===== src/design/tide_pkg.sv =====
`timescale 1ns / 1ps
`default_nettype none
package tide_pkg;
   typedef enum logic [2:0] {
      ST_IDLE,
      ST_RUN,
      ST_FINISH,
      ST_WRAP,
      ST_DONE
   } state_type;

   typedef struct packed {
      logic load;
      logic run;
      logic finish;
      logic wrap;
      logic done;
   } cmd_type;

   typedef struct packed {
      logic last;
   } sts_type;

   localparam logic [1:0] KIND_NONE = 2'd0;
   localparam logic [1:0] KIND_HIGH = 2'd1;
   localparam logic [1:0] KIND_LOW  = 2'd2;

   localparam int unsigned DAY_SECONDS = 86400;
   localparam int unsigned MAX_MINUTES = 1440;

   localparam logic [3:0] CSR_AMP_PRIMARY    = 4'd0;
   localparam logic [3:0] CSR_AMP_SECONDARY  = 4'd1;
   localparam logic [3:0] CSR_RATE_PRIMARY   = 4'd2;
   localparam logic [3:0] CSR_RATE_SECONDARY = 4'd3;
   localparam logic [3:0] CSR_STEP_SECONDS   = 4'd4;
endpackage
`default_nettype wire


===== src/design/tide_ctrl.sv =====
`timescale 1ns / 1ps
`default_nettype none
module tide_ctrl (
   input  wire logic              clock,
   input  wire logic              reset,
   input  wire logic              start,
   input  wire tide_pkg::sts_type sts,
   output logic                   busy,
   output tide_pkg::cmd_type      cmd
);
   import tide_pkg::*;

   state_type state_ff, state_in;

   always_ff @(posedge clock) begin
      if (reset) begin
         state_ff <= ST_IDLE;
      end else begin
         state_ff <= state_in;
      end
   end

   always_comb begin
      state_in = state_ff;
      cmd      = '0;
      busy     = 1'b1;
      case (state_ff)
         ST_IDLE: begin
            busy = 1'b0;
            if (start) begin
               cmd.load = 1'b1;
               state_in = ST_RUN;
            end
         end
         ST_RUN: begin
            cmd.run  = 1'b1;
            state_in = sts.last ? ST_FINISH : ST_RUN;
         end
         ST_FINISH: begin
            cmd.finish = 1'b1;
            state_in   = ST_WRAP;
         end
         ST_WRAP: begin
            cmd.wrap = 1'b1;
            state_in = ST_DONE;
         end
         ST_DONE: begin
            cmd.done = 1'b1;
            state_in = ST_IDLE;
         end
         default: state_in = ST_IDLE;
      endcase
   end
endmodule
`default_nettype wire


===== config.mk =====
export PLATFORM = sky130hd
export DESIGN_NAME = tide_ctrl
export DESIGN_NICKNAME = d
export VERILOG_FILES = /design/src/design/tide_pkg.sv /design/src/design/tide_ctrl.sv
export SDC_FILE = /design/constraint.sdc
export NUM_CORES = 1
export LEC_CHECK = 0
export BUFFER_PORTS_ARGS = -buffer_cell sky130_fd_sc_hd__clkbuf_2
export CAP_MARGIN = 25
export CORE_AREA = 3 3 40 42
export DETAILED_ROUTE_END_ITERATION = 16
export DIE_AREA = 0 0 43 45
export GPL_ROUTABILITY_DRIVEN = 0
export PLACE_DENSITY = 0.35
export SLEW_MARGIN = 15
export SYNTH_ARGS = -nofsm -noshare
export SYNTH_HDL_FRONTEND = slang
export SYNTH_SLANG_ARGS = --single-unit

===== constraint.sdc =====
create_clock -name clock -period 1.9 [get_ports clock]
set_input_delay 0 -clock clock [delete_from_list [all_inputs] [get_ports clock]]
set_output_delay 0 -clock clock [all_outputs]
set_load 0.005 [all_outputs]

==> results.yml, run 1 <==
worst_setup_path:
  cp_max_fo: 7
  reg2reg_slack_ps: 820
  regToRegStartpoint: "state_ff[0]"
  worst_path_dominant_cell_family: "simple AND/OR/NAND/NOR gates"
  critPathArrivalTime_ps: 1300
  worstSetupPathType: "register to output port"
  end_kind: "output port"
  cpPeakStageDelay_ps: 510
  crit_chain: "or3_2 > nor2_1 > clkbuf_2"
  r2r_end: "state_ff[0]"
  critPathBufInv: 1
  slowest_stage: "or3_2"
  r2r_cells: 2
  crit_path_start_kind: "register"
  critPathRequiredTime_ps: 1900
cells_and_area:
  synthToLayoutAreaGrowth_pct: 54.0
  fill_cells: 150
  drive_gt1_frac: 0.484
  antenna-diode-count: 0
  largest-register: "state_ff"
  nets: 36
  largest_register_ffs: 3
  largestRegisters: "state_ff: 3 flops"
  stdcell_area_um2: 264
synthesis:
  synth_cells: 18
  synth_nets: 22
  yosys_warnings: 0
  ys_ff_latch: 3
  synth_top_family_by_area: "simple AND/OR/NAND/NOR gates"
  synth_top_area_cell: "dfxtp_1"
  synth-seq-area-share: 0.350
  synth_cell_types: 14
  synth_compound_area_frac: 0.161
  synth_top_area_frac: 0.350
  synth_area_leaders: "dfxtp_1, nor3b_1, a211oi_2, and3b_2, or3b_1"
  yosys.area_share.simple: 0.423
  synth_area_per_cell_um2: 9.52
  synthMuxAreaShare: 0
  synthesis.area_um2: 171
  synth_xor_area_frac: 0
  synth_fa_ha_area_frac: 0
detailed_routing:
  vias_per_cell: 3.54
  routed_wl_um: 430
  remaining_drc_errors: 0
  ant_nets: 0
  route.vias.total: 163
  first_pass_iters: 2
  initialDrtViolationCount: 1
  wl_per_cell_um: 9.35
clock_tree:
  cts_setup_buffers: 0
  cts_hold_buf: 1
  htreeDepth: 1
  cts_tree: "done"
  clock_sinks: 3
  clk_latency_ps: 240
  clkSlewWorstSetupHoldPaths_ps: 40
  cts_resized: 0
  clk_path_buf_depth: 2
  clockRootBuffer: "clkbuf_4"
  cts_buffers: 3
sta:
  rsz0062_at_grt: "no"
  slew_viol_final: 0
  max-slew-margin-rel: 0.836
  min_period_ps: 1300
  fin_setup_tns_ps: 0
  worst_pin_slew_ps: 245
  finalHoldViolations: 0
  finalSetupViolations: 0
  min_period_over_period: 0.685
  fin_skew_ps: 8.61
  fmax_ghz: 0.768
worst_hold_path:
  min_to: "state_ff[1]"
  hold_path.class: "primary input to register"
  hold_path_depth: 3
  hp-start: "sts"
global_routing:
  grt_max_degree: 10
  first_global_vias: 177
  grt_use_total: 0.0515
  gr-total-overflow: 0
  grt_first_pass_wirelength_um: 690
  antenna_found_initial: 0
floorplanning:
  die_y_um: 45
  dieArea_um2: 1940
  start_util: 0.133
  ios: 10
  core_region_area_um2: 1280
  dieWidth_um: 43
  num_rows: 13
flow_run:
  cap_violations: 0
place:
  portBuffers: 9
  placed_cell_area_um2: 228
pwr:
  power_density_nw_per_um2: 833
  power.leakage_nw: 0.120
  ir_drop_v: 0.000155
run_status:
  status: "completed"
## worst max-delay path by stage
stage / start / endpoint / slack (ps) / cells after the start
6_report: state_ff[2] / cmd[4] / 600 / 3
5_1_grt: state_ff[1] / cmd[4] / 520 / 3
4_1_cts: state_ff[2] / cmd[4] / 580 / 3
3_5_place_dp: state_ff[0] / state_ff[0] / 830 / 2
3_3_place_gp: state_ff[0] / state_ff[0] / 840 / 2
2_1_floorplan: state_ff[0] / state_ff[0] / 910 / 2
## per-layer routing
layer  GRT usage  vias to the layer above  part of all wire
met5           0                        -                 0
met3      0.0199                        0             0.042
li1            -                       89                 -
met1      0.0455                       71              0.46
met4      0.0723                        0                 0
met2      0.0778                        3              0.50
## layout by cell type, fill, tap and decap left out, drive strengths merged
cell type    netlist  routed
nor2               1       1
nand2b             1       1
or3                1       1
dfxtp              3       3
o21bai             1       1
inv                1       1
and3b              1       1
a211oi             2       2
clkbuf             0      13
or3b               1       1
nand3b             1       1
dlygate4sd3        0       1
nor2b              1       1
nor3b              3       3
## metrics by stage
step / hold slack (ps) / setup WS, ps / instances / utilization / total power [mW]
2_1_floorplan: 64.6 / 912 / 18 / - / 0.0909
5_1_grt: 48.6 / 524 / 46 / 0.205 / 0.231
4_1_cts: 29.1 / 579 / 46 / 0.205 / 0.225
3_5_place_dp: 210 / 832 / 41 / 0.177 / 0.107
3_3_place_gp: 213 / 844 / 41 / 0.177 / 0.106
6_report: 31.1 / 598 / 46 / 0.205 / 0.220
## where the power goes
| group | internal, mW | switching [mW] |
|---|---|---|
| clock | 0.0788 | 0.0346 |
| sequential | 0.0670 | 0.00677 |
| combinational | 0.0200 | 0.0128 |
## worst reg2reg max path, delay by kind of cell, from the launching register on
family          cells  cell delay (ps)
simple gates        1              390
flops               1              440
compound gates      1              170
## cell usage after synthesis
cell      number
a211oi_1       1
a211oi_2       1
and3b_2        1
buf_4          1
dfxtp_1        3
inv_1          1
nand2b_1       1
nand3b_1       1
nor2_1         1
nor2b_1        1
nor3b_1        3
o21bai_1       1
or3_2          1
or3b_1         1
## final cells by class
cell class | instances | area (um2) | share of cell area
well taps | 15 | 18.8 | 0.0711
flip-flops and latches | 3 | 60.1 | 0.227
inverters | 1 | 3.75 | 0.0142
repair buffers | 10 | 55.1 | 0.209
multi-input cells | 13 | 100 | 0.379
clock buffers | 4 | 26.3 | 0.0995
## logic make-up (layout without fill, tap and decap cells)
group / Yosys count / after routing
compound gates: 3 / 3
buf+inv: 2 / 15
flops: 3 / 3
simple gates: 10 / 10
Power figures use the tool's default switching activity.
==> inputs of run 2 (changes only) <==
==> constraint.sdc (replaced) <==
create_clock -name clock -period 1.3 [get_ports clock]
set_input_delay 0 -clock clock [delete_from_list [all_inputs] [get_ports clock]]
set_output_delay 0 -clock clock [all_outputs]
set_load 0.005 [all_outputs]
==> results.yml, run 2 (synthesized netlist as in run 1, its figures left out) <==
floorplanning:
  num_rows: 13
  ios: 10
  core_region_area_um2: 1280
  dieArea_um2: 1940
  die_y_um: 45
  start_util: 0.133
  dieWidth_um: 43
sta:
  max-slew-margin-rel: 0.848
  finalSetupViolations: 0
  min_period_over_period: 0.924
  min_period_ps: 1200
  finalHoldViolations: 0
  fmax_ghz: 0.832
  fin_skew_ps: 6.33
  rsz0062_at_grt: "no"
  worst_pin_slew_ps: 227
  fin_setup_tns_ps: 0
  slew_viol_final: 0
detailed_routing:
  wl_per_cell_um: 9.20
  route.vias.total: 175
  vias_per_cell: 3.80
  first_pass_iters: 1
  initialDrtViolationCount: 0
  ant_nets: 0
  routed_wl_um: 423
  remaining_drc_errors: 0
cells_and_area:
  largest-register: "state_ff"
  nets: 36
  synthToLayoutAreaGrowth_pct: 59.1
  final_cell_mix: "clkbuf_2, nor3b_1, clkbuf_4"
  drive_gt1_frac: 0.548
  antenna-diode-count: 0
  layout_commonest_cell: "clkbuf_2"
  largestRegisters: "state_ff: 3 flops"
  largest_register_ffs: 3
clock_tree:
  cts_tree: "done"
  clk_path_buf_depth: 2
  clk_latency_ps: 230
  htreeDepth: 1
  clock_sinks: 3
  clkSlewWorstSetupHoldPaths_ps: 40
  clockRootBuffer: "clkbuf_4"
  cts_buffers: 3
worst_setup_path:
  crit_path_start_kind: "register"
  crit_chain: "or3_4 > nor2_1 > clkbuf_2"
  end_kind: "output port"
  critPathArrivalTime_ps: 1200
  worstSetupPathType: "register to output port"
  slowest_stage: "or3_4"
  critPathBufInv: 1
  cp_max_fo: 7
  critPathRequiredTime_ps: 1300
  worst_path_dominant_cell_family: "simple AND/OR/NAND/NOR gates"
  cpPeakStageDelay_ps: 390
place:
  place_hpwl_um: 328
  portBuffers: 9
global_routing:
  grt_use_total: 0.0565
  first_global_vias: 185
  grt.busiest_layer: "met2"
  gr-usage-met1: 0.0624
  grtUsageMet2: 0.0808
  use_met3: 0.0120
  grt_first_pass_wirelength_um: 779
  antenna_found_initial: 0
  grt_max_degree: 10
  gr-total-overflow: 0
pwr:
  total_power_mw: 0.320
  power.leakage_nw: 0.121
  power_density_nw_per_um2: 1170
  ir_drop_v: 0.000231
worst_hold_path:
  hold_path.class: "primary input to register"
flow_run:
  cap_violations: 0
run_status:
  status: "completed"
-- run 2: worst register-to-register path, stage by stage (launching register included) --
cell	delay (ps)
dfxtp_1	430
or3b_1	390
a211oi_2	180
-- run 2: layout make-up --
type	count	area, um2
Fill cell	150	1010
Multi-Input combinational cell	13	104
Tap cell	15	18.8
Inverter	1	3.75
Timing Repair Buffer	10	55.1
Clock buffer	4	26.3
Sequential cell	3	65.1
-- run 2: path summary, 6_finish.rpt --
| path | from | to | slack, ps | cells past startpoint |
|---|---|---|---|---|
| min reg2reg | state_ff[2] | state_ff[1] | 470 | 1 |
| min | sts | state_ff[1] | 30 | 3 |
| max | state_ff[2] | cmd[4] | 100 | 3 |
| max reg2reg | state_ff[0] | state_ff[0] | 220 | 2 |
-- run 2: repair_timing --
| item | 4_1_cts | 5_1_grt |
|---|---|---|
| endpoints found under the setup margin | 1 | 0 |
| hold endpoints to repair | 3 | 0 |
| buffers inserted | 0 | 0 |
| hold buffers | 1 | 0 |
| resized for setup | 4 | 0 |
-- run 2: through the flow --
step	util	std cells	hold slack (ps)	instance area, um2	worst slack [ps]
floorplan	-	18	64.6	171	312
global placement	0.177	41	213	228	243
detailed placement	0.177	41	213	228	211
CTS	0.212	46	28.2	273	88.3
global route	0.212	46	47.3	273	44.3
finish	0.212	46	33.1	273	98.8
-- run 2: layer usage --
layer / vias up / part of all wire / wire length (um)
li1: 93 / - / -
met1: 79 / 0.47 / 200
met2: 3 / 0.50 / 212
met3: 0 / 0.024 / 10
met4: 0 / 0 / 0
met5: - / 0 / 0
-- run 2: where the power goes --
part	leakage [nW]	internal, mW	switching, mW
Combinational	0.0805	0.0319	0.0190
Sequential	0.0258	0.0967	0.0102
Clock	0.0150	0.115	0.0477
